[src/rtl/ipd_pkg.sv]
`timescale 1ns / 1ps
// Shared types and constants for the +IPD frame deframer.
// No dependencies; every other file of the block imports this package.
package ipd_pkg;

  // Field widths of the channels.
  localparam int unsigned BYTE_W    = 8;
  localparam int unsigned LINK_W    = 3;
  localparam int unsigned LEN_W     = 16;
  localparam int unsigned ID_W      = 4;
  localparam int unsigned CFG_IDX_W = 4;
  localparam int unsigned CFG_DAT_W = 16;

  // Default request copy limit in payload bytes.
  localparam int unsigned KEEP_LIMIT = 767;

  // Register indexes of the configuration port.
  localparam logic [CFG_IDX_W-1:0] CFG_IDX_HIGHEST_LINK = CFG_IDX_W'(0);
  localparam logic [CFG_IDX_W-1:0] CFG_IDX_LONGEST_LEN  = CFG_IDX_W'(1);

  // Register reset values.
  localparam logic [LINK_W-1:0] HIGHEST_LINK_RST = LINK_W'(4);
  localparam logic [LEN_W-1:0]  LONGEST_LEN_RST  = LEN_W'(2047);

  // Header characters.
  localparam logic [BYTE_W-1:0] CH_PLUS  = 8'h2B;
  localparam logic [BYTE_W-1:0] CH_I     = 8'h49;
  localparam logic [BYTE_W-1:0] CH_P     = 8'h50;
  localparam logic [BYTE_W-1:0] CH_D     = 8'h44;
  localparam logic [BYTE_W-1:0] CH_COMMA = 8'h2C;
  localparam logic [BYTE_W-1:0] CH_COLON = 8'h3A;
  localparam logic [BYTE_W-1:0] CH_ZERO  = 8'h30;
  localparam logic [BYTE_W-1:0] CH_NINE  = 8'h39;

  // The marker is five characters long; the match position counts 0 to 4.
  localparam int unsigned MARKER_LEN = 5;
  localparam int unsigned MATCH_W    = 3;

  // Saturation limits of the two header numbers.
  localparam logic [ID_W-1:0]  ID_SAT  = '1;
  localparam logic [LEN_W-1:0] LEN_SAT = '1;

  typedef struct packed {
    logic [LINK_W-1:0] highest_link_id;
    logic [LEN_W-1:0]  longest_payload;
  } ipd_cfg_t;

  typedef struct packed {
    logic [LINK_W-1:0] link_id;
    logic [BYTE_W-1:0] data_byte;
    logic              keep;
    logic              last;
  } ipd_result_t;

  typedef struct packed {
    logic byte_pending;
    logic in_frame;
  } ipd_status_t;

  // Expected character at a given position of the "+IPD," marker.
  function automatic logic [BYTE_W-1:0] marker_char(input logic [MATCH_W-1:0] pos);
    logic [BYTE_W-1:0] ch;
    case (pos)
      MATCH_W'(0): ch = CH_PLUS;
      MATCH_W'(1): ch = CH_I;
      MATCH_W'(2): ch = CH_P;
      MATCH_W'(3): ch = CH_D;
      default:     ch = CH_COMMA;
    endcase
    return ch;
  endfunction

endpackage

[src/rtl/ipd_ifs.sv]
`timescale 1ns / 1ps
// Valid/ready channel interfaces of the deframer: received bytes,
// payload results and configuration writes. Depends on ipd_pkg.
interface ipd_rx_if;
  import ipd_pkg::*;
  logic              valid;
  logic              ready;
  logic [BYTE_W-1:0] rx_byte;
  modport source (output valid, output rx_byte, input ready);
  modport sink   (input valid, input rx_byte, output ready);
endinterface

interface ipd_res_if;
  import ipd_pkg::*;
  logic              valid;
  logic              ready;
  logic [LINK_W-1:0] link_id;
  logic [BYTE_W-1:0] data_byte;
  logic              keep;
  logic              last;
  modport source (output valid, output link_id, output data_byte, output keep,
                  output last, input ready);
  modport sink   (input valid, input link_id, input data_byte, input keep,
                  input last, output ready);
endinterface

interface ipd_cfg_if;
  import ipd_pkg::*;
  logic                 valid;
  logic                 ready;
  logic [CFG_IDX_W-1:0] index;
  logic [CFG_DAT_W-1:0] data;
  modport source (output valid, output index, output data, input ready);
  modport sink   (input valid, input index, input data, output ready);
endinterface

[src/rtl/ipd_frame_deframer_core.sv]
`timescale 1ns / 1ps
// +IPD frame deframer: one received byte per item in, one payload item out per payload byte.
// Path: an accepted payload byte passes the parser's input register and then the result register.
// Throughput: one byte per cycle while the result side does not stall payload bytes.
// Reset: rst_ni clears the parser to marker hunting, empties both stages and
// loads the registers with link limit 4 and length limit 2047.
// Depends on ipd_pkg, the channel interfaces, ipd_cfg_regs, ipd_parser, ipd_out_stage.
module ipd_frame_deframer_core #(
  parameter int unsigned KeepLimit = ipd_pkg::KEEP_LIMIT
) (
  input  logic      clk_i,
  input  logic      rst_ni,
  ipd_rx_if.sink    rx_if,
  ipd_res_if.source res_if,
  ipd_cfg_if.sink   cfg_if
);
  import ipd_pkg::*;

  ipd_cfg_t    cfg;
  ipd_result_t res_data;
  ipd_status_t status;
  logic        res_valid;
  logic        res_ready;
  logic        res_fire;

  // Register file; writes are registered and always accepted.
  ipd_cfg_regs u_cfg (
    .clk_i  (clk_i),
    .rst_ni (rst_ni),
    .cfg_if (cfg_if),
    .cfg_o  (cfg)
  );

  // The parser holds each accepted byte in its input register,
  // updates the header state from it and, inside a frame, offers a result.
  // Bytes outside a frame never wait on the result side.
  ipd_parser #(
    .KeepLimit (KeepLimit)
  ) u_parser (
    .clk_i        (clk_i),
    .rst_ni       (rst_ni),
    .cfg_i        (cfg),
    .byte_valid_i (rx_if.valid),
    .byte_ready_o (rx_if.ready),
    .byte_i       (rx_if.rx_byte),
    .res_valid_o  (res_valid),
    .res_ready_i  (res_ready),
    .res_o        (res_data),
    .status_o     (status)
  );

  // The result register decouples the consumer; while it waits, the parser's
  // input register can still take the next byte if it is empty.
  ipd_out_stage u_out (
    .clk_i      (clk_i),
    .rst_ni     (rst_ni),
    .in_valid_i (res_valid),
    .in_ready_o (res_ready),
    .in_data_i  (res_data),
    .res_if     (res_if)
  );

  assign res_fire = res_valid && res_ready;

  // The final payload byte of a frame returns the parser to marker hunting.
  a_last_ends_frame : assert property (@(posedge clk_i) disable iff (!rst_ni)
    res_fire && res_data.last |=> !status.in_frame)
    else $error("parser still in frame after last payload byte");

  // Any other payload byte keeps the parser inside the frame.
  a_mid_keeps_frame : assert property (@(posedge clk_i) disable iff (!rst_ni)
    res_fire && !res_data.last |=> status.in_frame)
    else $error("parser left frame before last payload byte");

  // The byte channel only stalls while a byte is held in the input register.
  a_stall_has_byte : assert property (@(posedge clk_i) disable iff (!rst_ni)
    !rx_if.ready |-> status.byte_pending)
    else $error("byte channel stalled with empty input register");

endmodule

[src/rtl/ipd_cfg_regs.sv]
`timescale 1ns / 1ps
// Configuration register file of the deframer.
// Depends on ipd_pkg and ipd_cfg_if.
module ipd_cfg_regs (
  input  logic              clk_i,
  input  logic              rst_ni,
  ipd_cfg_if.sink           cfg_if,
  output ipd_pkg::ipd_cfg_t cfg_o
);
  import ipd_pkg::*;

  logic [LINK_W-1:0] highest_q;
  logic [LEN_W-1:0]  longest_q;

  assign cfg_if.ready = 1'b1;

  always_ff @(posedge clk_i or negedge rst_ni) begin
    if (!rst_ni) begin
      highest_q <= HIGHEST_LINK_RST;
      longest_q <= LONGEST_LEN_RST;
    end else if (cfg_if.valid) begin
      case (cfg_if.index)
        CFG_IDX_HIGHEST_LINK: highest_q <= cfg_if.data[LINK_W-1:0];
        CFG_IDX_LONGEST_LEN:  longest_q <= cfg_if.data[LEN_W-1:0];
        default: ;
      endcase
    end
  end

  assign cfg_o.highest_link_id = highest_q;
  assign cfg_o.longest_payload = longest_q;

endmodule

[src/rtl/ipd_parser.sv]
`timescale 1ns / 1ps
// Input byte register and header/payload state machine of the deframer.
// Depends on ipd_pkg.
module ipd_parser #(
  parameter int unsigned KeepLimit = ipd_pkg::KEEP_LIMIT
) (
  input  logic                          clk_i,
  input  logic                          rst_ni,
  input  ipd_pkg::ipd_cfg_t             cfg_i,
  input  logic                          byte_valid_i,
  output logic                          byte_ready_o,
  input  logic [ipd_pkg::BYTE_W-1:0]    byte_i,
  output logic                          res_valid_o,
  input  logic                          res_ready_i,
  output ipd_pkg::ipd_result_t          res_o,
  output ipd_pkg::ipd_status_t          status_o
);
  import ipd_pkg::*;

  // The position counter only has to tell whether it is still below the limit.
  localparam int unsigned     PosW   = $clog2(KeepLimit + 1);
  localparam logic [PosW-1:0] PosMax = PosW'(KeepLimit);
  localparam int unsigned     IdMulW  = ID_W + 4;
  localparam int unsigned     LenMulW = LEN_W + 4;

  typedef enum logic [1:0] {
    PH_HUNT,
    PH_ID,
    PH_LEN,
    PH_DATA
  } phase_e;

  phase_e             phase_q, phase_d;
  logic [MATCH_W-1:0] match_q, match_d;
  logic [ID_W-1:0]    id_q, id_d;
  logic [LEN_W-1:0]   len_q, len_d;
  logic               ended_q, ended_d;
  logic [LEN_W-1:0]   left_q, left_d;
  logic [PosW-1:0]    pos_q, pos_d;
  logic [LINK_W-1:0]  link_q, link_d;
  logic               pend_q, pend_d;
  logic [BYTE_W-1:0]  byte_q;

  logic               advance;
  logic               is_digit;
  logic [3:0]         digit;
  logic [IdMulW-1:0]  id_ext, id_next;
  logic [LenMulW-1:0] len_ext, len_next;
  logic               reject;

  // A held byte moves on unless it is a payload byte and the result side is full.
  assign advance      = pend_q && ((phase_q != PH_DATA) || res_ready_i);
  assign byte_ready_o = !pend_q || advance;

  always_comb begin
    if (byte_valid_i && byte_ready_o) begin
      pend_d = 1'b1;
    end else if (advance) begin
      pend_d = 1'b0;
    end else begin
      pend_d = pend_q;
    end
  end

  always_ff @(posedge clk_i) begin
    if (byte_valid_i && byte_ready_o) begin
      byte_q <= byte_i;
    end
  end

  // Decimal accumulation: times ten as two shifts and an add.
  assign is_digit = (byte_q >= CH_ZERO) && (byte_q <= CH_NINE);
  assign digit    = byte_q[3:0];
  assign id_ext   = IdMulW'(id_q);
  assign id_next  = (id_ext << 3) + (id_ext << 1) + IdMulW'(digit);
  assign len_ext  = LenMulW'(len_q);
  assign len_next = (len_ext << 3) + (len_ext << 1) + LenMulW'(digit);

  assign reject = (id_q > ID_W'(cfg_i.highest_link_id)) || (len_q == '0) ||
                  (len_q > cfg_i.longest_payload);

  always_comb begin
    phase_d = phase_q;
    match_d = match_q;
    id_d    = id_q;
    len_d   = len_q;
    ended_d = ended_q;
    left_d  = left_q;
    pos_d   = pos_q;
    link_d  = link_q;
    if (advance) begin
      case (phase_q)
        PH_HUNT: begin
          if (byte_q == marker_char(match_q)) begin
            if (match_q == MATCH_W'(MARKER_LEN - 1)) begin
              match_d = '0;
              phase_d = PH_ID;
              id_d    = '0;
              ended_d = 1'b0;
            end else begin
              match_d = match_q + MATCH_W'(1);
            end
          end else begin
            match_d = (byte_q == CH_PLUS) ? MATCH_W'(1) : '0;
          end
        end
        PH_ID: begin
          if (byte_q == CH_COMMA) begin
            phase_d = PH_LEN;
            len_d   = '0;
            ended_d = 1'b0;
          end else if (is_digit && !ended_q) begin
            id_d = (id_next > IdMulW'(ID_SAT)) ? ID_SAT : id_next[ID_W-1:0];
          end else begin
            ended_d = 1'b1;
          end
        end
        PH_LEN: begin
          if (byte_q == CH_COLON) begin
            match_d = '0;
            if (reject) begin
              phase_d = PH_HUNT;
            end else begin
              phase_d = PH_DATA;
              link_d  = id_q[LINK_W-1:0];
              left_d  = len_q;
              pos_d   = '0;
            end
          end else if (is_digit && !ended_q) begin
            len_d = (len_next > LenMulW'(LEN_SAT)) ? LEN_SAT : len_next[LEN_W-1:0];
          end else begin
            ended_d = 1'b1;
          end
        end
        PH_DATA: begin
          if (pos_q != PosMax) begin
            pos_d = pos_q + PosW'(1);
          end
          if (left_q != '0) begin
            left_d = left_q - LEN_W'(1);
          end
          if (left_q <= LEN_W'(1)) begin
            phase_d = PH_HUNT;
            match_d = '0;
          end
        end
        default: begin
          phase_d = PH_HUNT;
        end
      endcase
    end
  end

  always_ff @(posedge clk_i or negedge rst_ni) begin
    if (!rst_ni) begin
      phase_q <= PH_HUNT;
      match_q <= '0;
      id_q    <= '0;
      len_q   <= '0;
      ended_q <= 1'b0;
      left_q  <= '0;
      pos_q   <= '0;
      link_q  <= '0;
      pend_q  <= 1'b0;
    end else begin
      phase_q <= phase_d;
      match_q <= match_d;
      id_q    <= id_d;
      len_q   <= len_d;
      ended_q <= ended_d;
      left_q  <= left_d;
      pos_q   <= pos_d;
      link_q  <= link_d;
      pend_q  <= pend_d;
    end
  end

  assign res_valid_o     = pend_q && (phase_q == PH_DATA);
  assign res_o.link_id   = link_q;
  assign res_o.data_byte = byte_q;
  assign res_o.keep      = (pos_q < PosMax);
  assign res_o.last      = (left_q <= LEN_W'(1));

  assign status_o.byte_pending = pend_q;
  assign status_o.in_frame     = (phase_q == PH_DATA);

endmodule

[src/rtl/ipd_out_stage.sv]
`timescale 1ns / 1ps
// Result register between the parser and the result channel.
// Depends on ipd_pkg and ipd_res_if.
module ipd_out_stage (
  input  logic                 clk_i,
  input  logic                 rst_ni,
  input  logic                 in_valid_i,
  output logic                 in_ready_o,
  input  ipd_pkg::ipd_result_t in_data_i,
  ipd_res_if.source            res_if
);
  import ipd_pkg::*;

  logic        valid_q;
  ipd_result_t data_q;

  assign in_ready_o = !valid_q || res_if.ready;

  always_ff @(posedge clk_i or negedge rst_ni) begin
    if (!rst_ni) begin
      valid_q <= 1'b0;
    end else if (in_ready_o) begin
      valid_q <= in_valid_i;
    end
  end

  always_ff @(posedge clk_i) begin
    if (in_ready_o && in_valid_i) begin
      data_q <= in_data_i;
    end
  end

  assign res_if.valid     = valid_q;
  assign res_if.link_id   = data_q.link_id;
  assign res_if.data_byte = data_q.data_byte;
  assign res_if.keep      = data_q.keep;
  assign res_if.last      = data_q.last;

endmodule
[src/flat_wrapper.sv]
// flat-port wrapper written by rule: the top's interface ports become plain ports
module ipd_frame_deframer_core_flat import ipd_pkg::*;
#(
  parameter int unsigned KeepLimit = ipd_pkg::KEEP_LIMIT
)
  (clk_i, rst_ni, rx_if_valid, rx_if_rx_byte, rx_if_ready, res_if_valid, res_if_link_id, res_if_data_byte, res_if_keep, res_if_last, res_if_ready, cfg_if_valid, cfg_if_index, cfg_if_data, cfg_if_ready);
  ipd_rx_if rx_if_i ();
  ipd_res_if res_if_i ();
  ipd_cfg_if cfg_if_i ();
  input  logic clk_i;
  input  logic rst_ni;
  input wire logic [$bits(rx_if_i.valid)-1:0] rx_if_valid;
  input wire logic [$bits(rx_if_i.rx_byte)-1:0] rx_if_rx_byte;
  output wire logic [$bits(rx_if_i.ready)-1:0] rx_if_ready;
  output wire logic [$bits(res_if_i.valid)-1:0] res_if_valid;
  output wire logic [$bits(res_if_i.link_id)-1:0] res_if_link_id;
  output wire logic [$bits(res_if_i.data_byte)-1:0] res_if_data_byte;
  output wire logic [$bits(res_if_i.keep)-1:0] res_if_keep;
  output wire logic [$bits(res_if_i.last)-1:0] res_if_last;
  input wire logic [$bits(res_if_i.ready)-1:0] res_if_ready;
  input wire logic [$bits(cfg_if_i.valid)-1:0] cfg_if_valid;
  input wire logic [$bits(cfg_if_i.index)-1:0] cfg_if_index;
  input wire logic [$bits(cfg_if_i.data)-1:0] cfg_if_data;
  output wire logic [$bits(cfg_if_i.ready)-1:0] cfg_if_ready;
  assign rx_if_i.valid = rx_if_valid;
  assign rx_if_i.rx_byte = rx_if_rx_byte;
  assign rx_if_ready = rx_if_i.ready;
  assign res_if_valid = res_if_i.valid;
  assign res_if_link_id = res_if_i.link_id;
  assign res_if_data_byte = res_if_i.data_byte;
  assign res_if_keep = res_if_i.keep;
  assign res_if_last = res_if_i.last;
  assign res_if_i.ready = res_if_ready;
  assign cfg_if_i.valid = cfg_if_valid;
  assign cfg_if_i.index = cfg_if_index;
  assign cfg_if_i.data = cfg_if_data;
  assign cfg_if_ready = cfg_if_i.ready;
  ipd_frame_deframer_core #(.KeepLimit(KeepLimit)) u_core (.clk_i(clk_i), .rst_ni(rst_ni), .rx_if(rx_if_i), .res_if(res_if_i), .cfg_if(cfg_if_i));
endmodule
[config.mk]
export PLATFORM = sky130hd
export DESIGN_NAME = ipd_frame_deframer_core_flat
export DESIGN_NICKNAME = d
export VERILOG_FILES = /design/src/rtl/ipd_pkg.sv /design/src/rtl/ipd_ifs.sv /design/src/rtl/ipd_frame_deframer_core.sv /design/src/rtl/ipd_cfg_regs.sv /design/src/rtl/ipd_parser.sv /design/src/rtl/ipd_out_stage.sv /design/src/flat_wrapper.sv
export SDC_FILE = /design/constraint.sdc
export NUM_CORES = 1
export LEC_CHECK = 0
export ABC_AREA = 1
export BUFFER_PORTS_ARGS = -buffer_cell sky130_fd_sc_hd__buf_2
export CAP_MARGIN = 20
export CORE_ASPECT_RATIO = 1.5
export CORE_MARGIN = 5
export CORE_UTILIZATION = 55
export DETAILED_ROUTE_END_ITERATION = 16
export PLACE_DENSITY = 0.74
export SETUP_SLACK_MARGIN = 0.02
export SLEW_MARGIN = 30
export SYNTH_ARGS = -nofsm -noshare
export SYNTH_HDL_FRONTEND = slang
export SYNTH_SLANG_ARGS = --single-unit
[constraint.sdc]
create_clock -name clk_i -period 3.11 [get_ports clk_i]
set_clock_uncertainty 0.1 [all_clocks]
set_input_delay 0.1555 -clock clk_i [delete_from_list [all_inputs] [get_ports clk_i]]
set_output_delay 0.1555 -clock clk_i [all_outputs]
set_load 0.1 [all_outputs]
==> results.json <==
{
  "outcome": "completed",
  "cts_inserted_buffers": 9,
  "slew_viol_final": 0,
  "vias": 6174,
  "crit_cells": 15,
  "routed_wl_um": 16300,
  "grtUsageTotal": 0.234,
  "multi_input_area_um2": 3870,
  "synth_cell_type_count": 50,
  "cts_sinks": 97,
  "cp_max_fo": 16,
  "placementRows": 50,
  "tns_ns": 0,
  "fin_cells": 1143,
  "slowest_stage": "fa_1",
  "placed_area_um2": 7350,
  "slew_headroom": 0.514,
  "period_needed_ns": 2.88,
  "critical_path_required_ns": 3.24,
  "path_cells": "fa_1, fa_1, nand2_1, nand3_1, nand4_1, nand2_1, nand2_1, nand2_1, nand2_1, nand2_1, nor2_4, buf_12, nand3_1, nand2_1, nand2_1",
  "die_area_um2": 15000,
  "worstSetupEndpointType": "flip-flop",
  "cpPeakStageDelay_ns": 0.54,
  "diodes": 0,
  "cp.buffers_inverters": 1,
  "drc": 0,
  "finalHoldViolations": 0,
  "cts_max_level": 3,
  "crit_end": "u_core.u_parser.len_q[12]",
  "cp_common_cell": "nand2_1",
  "coreArea_um2": 12400,
  "routed_via_density": 5.40,
  "start_util": 0.557,
  "tightest_slew_ns": 0.728,
  "ir_drop_mv": 0.303,
  "finalNetCount": 1089,
  "clk_pin_slew_ns": 0.07,
  "max_freq_mhz": 347,
  "cts_tree": "built",
  "dp.final_hpwl_um": 12100,
  "clockBufferDepth": 2,
  "synth_warnings": 0,
  "crit_family": "simple AND/OR/NAND/NOR gates",
  "dp_cells": 1098,
  "synthFlopType": "dfrtp_1",
  "finalPower_mw": 2.79,
  "rr_startpoint": "u_core.u_parser.len_q[2]",
  "start_kind": "flip-flop",
  "fp.dieH_um": 147,
  "antenna_found_initial": 0,
  "io_pins": 49,
  "area_growth_pct": 15.0,
  "fin_crit_sh": 0.927,
  "reg2regPathDepth": 15,
  "syn-mean-instance-area_um2": 7.68,
  "setup_viol": 0,
  "grt_first_pass_wirelength_um": 28400,
  "reg2reg_slack_ns": 0.23,
  "place_congestion": 0.891,
  "seq_area_um2": 2550,
  "final_cell_area_um2": 7970,
  "fin_util": 0.640,
  "arrival_ns": 3.02,
  "cts_root_buf": "clkbuf_16",
  "syn_inst": 902,
  "total_leakage_power_nw": 4.24,
  "synth_edf_count": 21,
  "synth_seq_area_share": 0.368,
  "grt_overflow": 0,
  "critical_path_class": "reg2reg",
  "drive_gt1_frac": 0.129,
  "grt_pass1_vias": 6126,
  "syn_nets": 1009,
  "rr_endpoint": "u_core.u_parser.len_q[12]",
  "routedWlPerCell_um": 14.3,
  "die_x_um": 102,
  "clock_latency_ns": 0.34,
  "synth_area_um2": 6930,
  "drt_iter0_drc": 241,
  "first_pass_iters": 5,
  "hp-class": "in2reg",
  "async_flop_share": 0.784,
  "cellPowerDensity_nw_per_um2": 350,
  "cap_violations": 0,
  "grt_max_degree": 77,
  "fillers": 1098,
  "rsz0062_at_grt": "false",
  "antenna_left": 0,
  "ys_seq_elements": 97,
  "port_buffers": 47,
  "cp-startpoint": "u_core.u_parser.len_q[2]"
}
==> state kept, by name (all words and copies together), names as in the netlist <==
| signal | flops |
|---|---|
| u_core.u_parser.left_q | 16 |
| u_core.u_parser.ended_q | 1 |
| u_core.u_parser.pend_q | 1 |
| u_core.u_cfg.longest_q | 16 |
| u_core.u_out.res_if.valid | 1 |
| u_core.u_out.res_if.last | 1 |
| u_core.u_out.res_if.data_byte | 8 |
| u_core.u_parser.pos_q | 10 |
| u_core.u_parser.id_q | 4 |
| u_core.u_parser.link_q | 3 |
| u_core.u_out.res_if.keep | 1 |
| u_core.u_out.res_if.link_id | 3 |
| u_core.u_parser.len_q | 16 |
| u_core.u_cfg.highest_q | 3 |
| u_core.u_parser.match_q | 3 |
| u_core.u_parser.phase_q | 2 |
| u_core.u_parser.byte_q | 8 |
==> layer usage <==
layer,track usage,routed length [um]
met5,0,0
met4,0.0938,538
met3,0.0392,728
met2,0.416,8660
met1,0.274,6400
==> tightest hold or removal path: cells and delay by family <==
kind,cells,cell delay [ns]
AO/OA/AOI/OAI,1,0.10
buffers and inverters,1,0.11
AND/OR/NAND/NOR,1,0.16
==> worst min-delay path by stage <==
stage	from	to	slack, ns	cells after the start
floorplan	rst_ni	u_core.u_cfg.highest_q[0]	-0.24	0
global placement	rx_if_rx_byte[1]	u_core.u_parser.byte_q[1]	0.23	1
detailed placement	rst_ni	u_core.u_parser.left_q[8]	0.16	1
CTS	cfg_if_valid	u_core.u_cfg.highest_q[2]	0.08	3
global route	cfg_if_valid	u_core.u_cfg.highest_q[2]	0.11	3
finish	cfg_if_valid	u_core.u_cfg.highest_q[2]	0.09	3
==> synthesized netlist by cell type (3+ instances only) <==
cell type | n | share of area
nor4_1 | 4 | 0.0036
ha_1 | 70 | 0.13
dfrtp_1 | 64 | 0.23
a31oi_1 | 3 | 0.0027
nand3b_1 | 9 | 0.0097
nand3_2 | 3 | 0.0043
o21ai_0 | 44 | 0.032
nand3_1 | 58 | 0.042
o21ai_1 | 12 | 0.0087
nor3_4 | 3 | 0.0070
clkbuf_1 | 9 | 0.0049
fa_1 | 4 | 0.012
nand2_1 | 260 | 0.14
nor2_1 | 70 | 0.038
a21oi_1 | 50 | 0.036
o21bai_1 | 5 | 0.0054
buf_2 | 4 | 0.0029
or2_2 | 6 | 0.0054
xor2_1 | 10 | 0.013
nand2_2 | 5 | 0.0045
dfstp_2 | 12 | 0.045
inv_2 | 7 | 0.0038
nor3_1 | 5 | 0.0036
edfxtp_1 | 21 | 0.091
inv_1 | 101 | 0.055
buf_4 | 3 | 0.0032
nor2_2 | 4 | 0.0036
nand4_1 | 23 | 0.021
xnor2_1 | 7 | 0.0088
==> repair_timing <==
item	in CTS	in global routing
gates resized for setup	0	1
endpoints found under the setup margin	0	16
setup buffers	0	2
hold endpoints to repair	93	0
hold buffers	27	0
==> kinds of logic (layout without fill, tap and decap cells) <==
group	Yosys count	in the layout	synth area share
xor gates and xnor gates	17	17	0.0215
DFF	97	97	0.368
AOI/OAI and AO/OA	127	127	0.103
other	1	1	0.000541
and+or+nand+nor	458	458	0.296
adders and majority gates	74	74	0.138
buffers and inverters	128	213	0.0740
==> through the flow <==
stage,hold WS (ns),worst slack [ns]
floorplan,-0.240,0.424
global placement,0.233,0.206
detailed placement,0.157,0.131
CTS,0.0794,0.108
global route,0.109,0.0297
finish,0.0917,0.228
==> layout by cell type (no fill, tap or decap), types with 2 or more instances in the layout <==
cell type,count
dfstp_2,12
o21ai_0,44
o21ai_4,2
ha_1,70
xnor2_1,7
nor2_1,70
fa_1,4
a21o_1,2
clkbuf_1,2
inv_1,101
o211ai_1,2
dlygate4sd3_1,27
dfrtp_1,63
nand2_2,5
nor2_2,4
a31oi_1,3
xor2_1,10
nand4_1,23
buf_4,12
nand2_1,260
buf_12,2
inv_2,7
or2_2,6
nor3_4,3
a21oi_1,50
o21ai_1,12
nand3b_1,9
o21bai_1,5
nor4_1,4
nand3_1,57
buf_2,46
edfxtp_1,21
nor3_1,5
nor2_4,2
clkbuf_16,9
nand3_2,4
==> final cells by class <==
class / count / share of cell area
multi-input combinational: 677 / 0.486
sequential: 97 / 0.320
timing repair buffer: 88 / 0.0805
inverter: 109 / 0.0513
clock buffer: 12 / 0.0309
tap: 156 / 0.0245
clock inverter: 4 / 0.00659
==> report_power, final <==
| group | internal (mW) | switching [mW] |
|---|---|---|
| logic | 0.107 | 0.147 |
| clock network | 0.649 | 0.486 |
| registers | 1.38 | 0.0242 |
No activity file was read; power rests on OpenSTA's default activity.
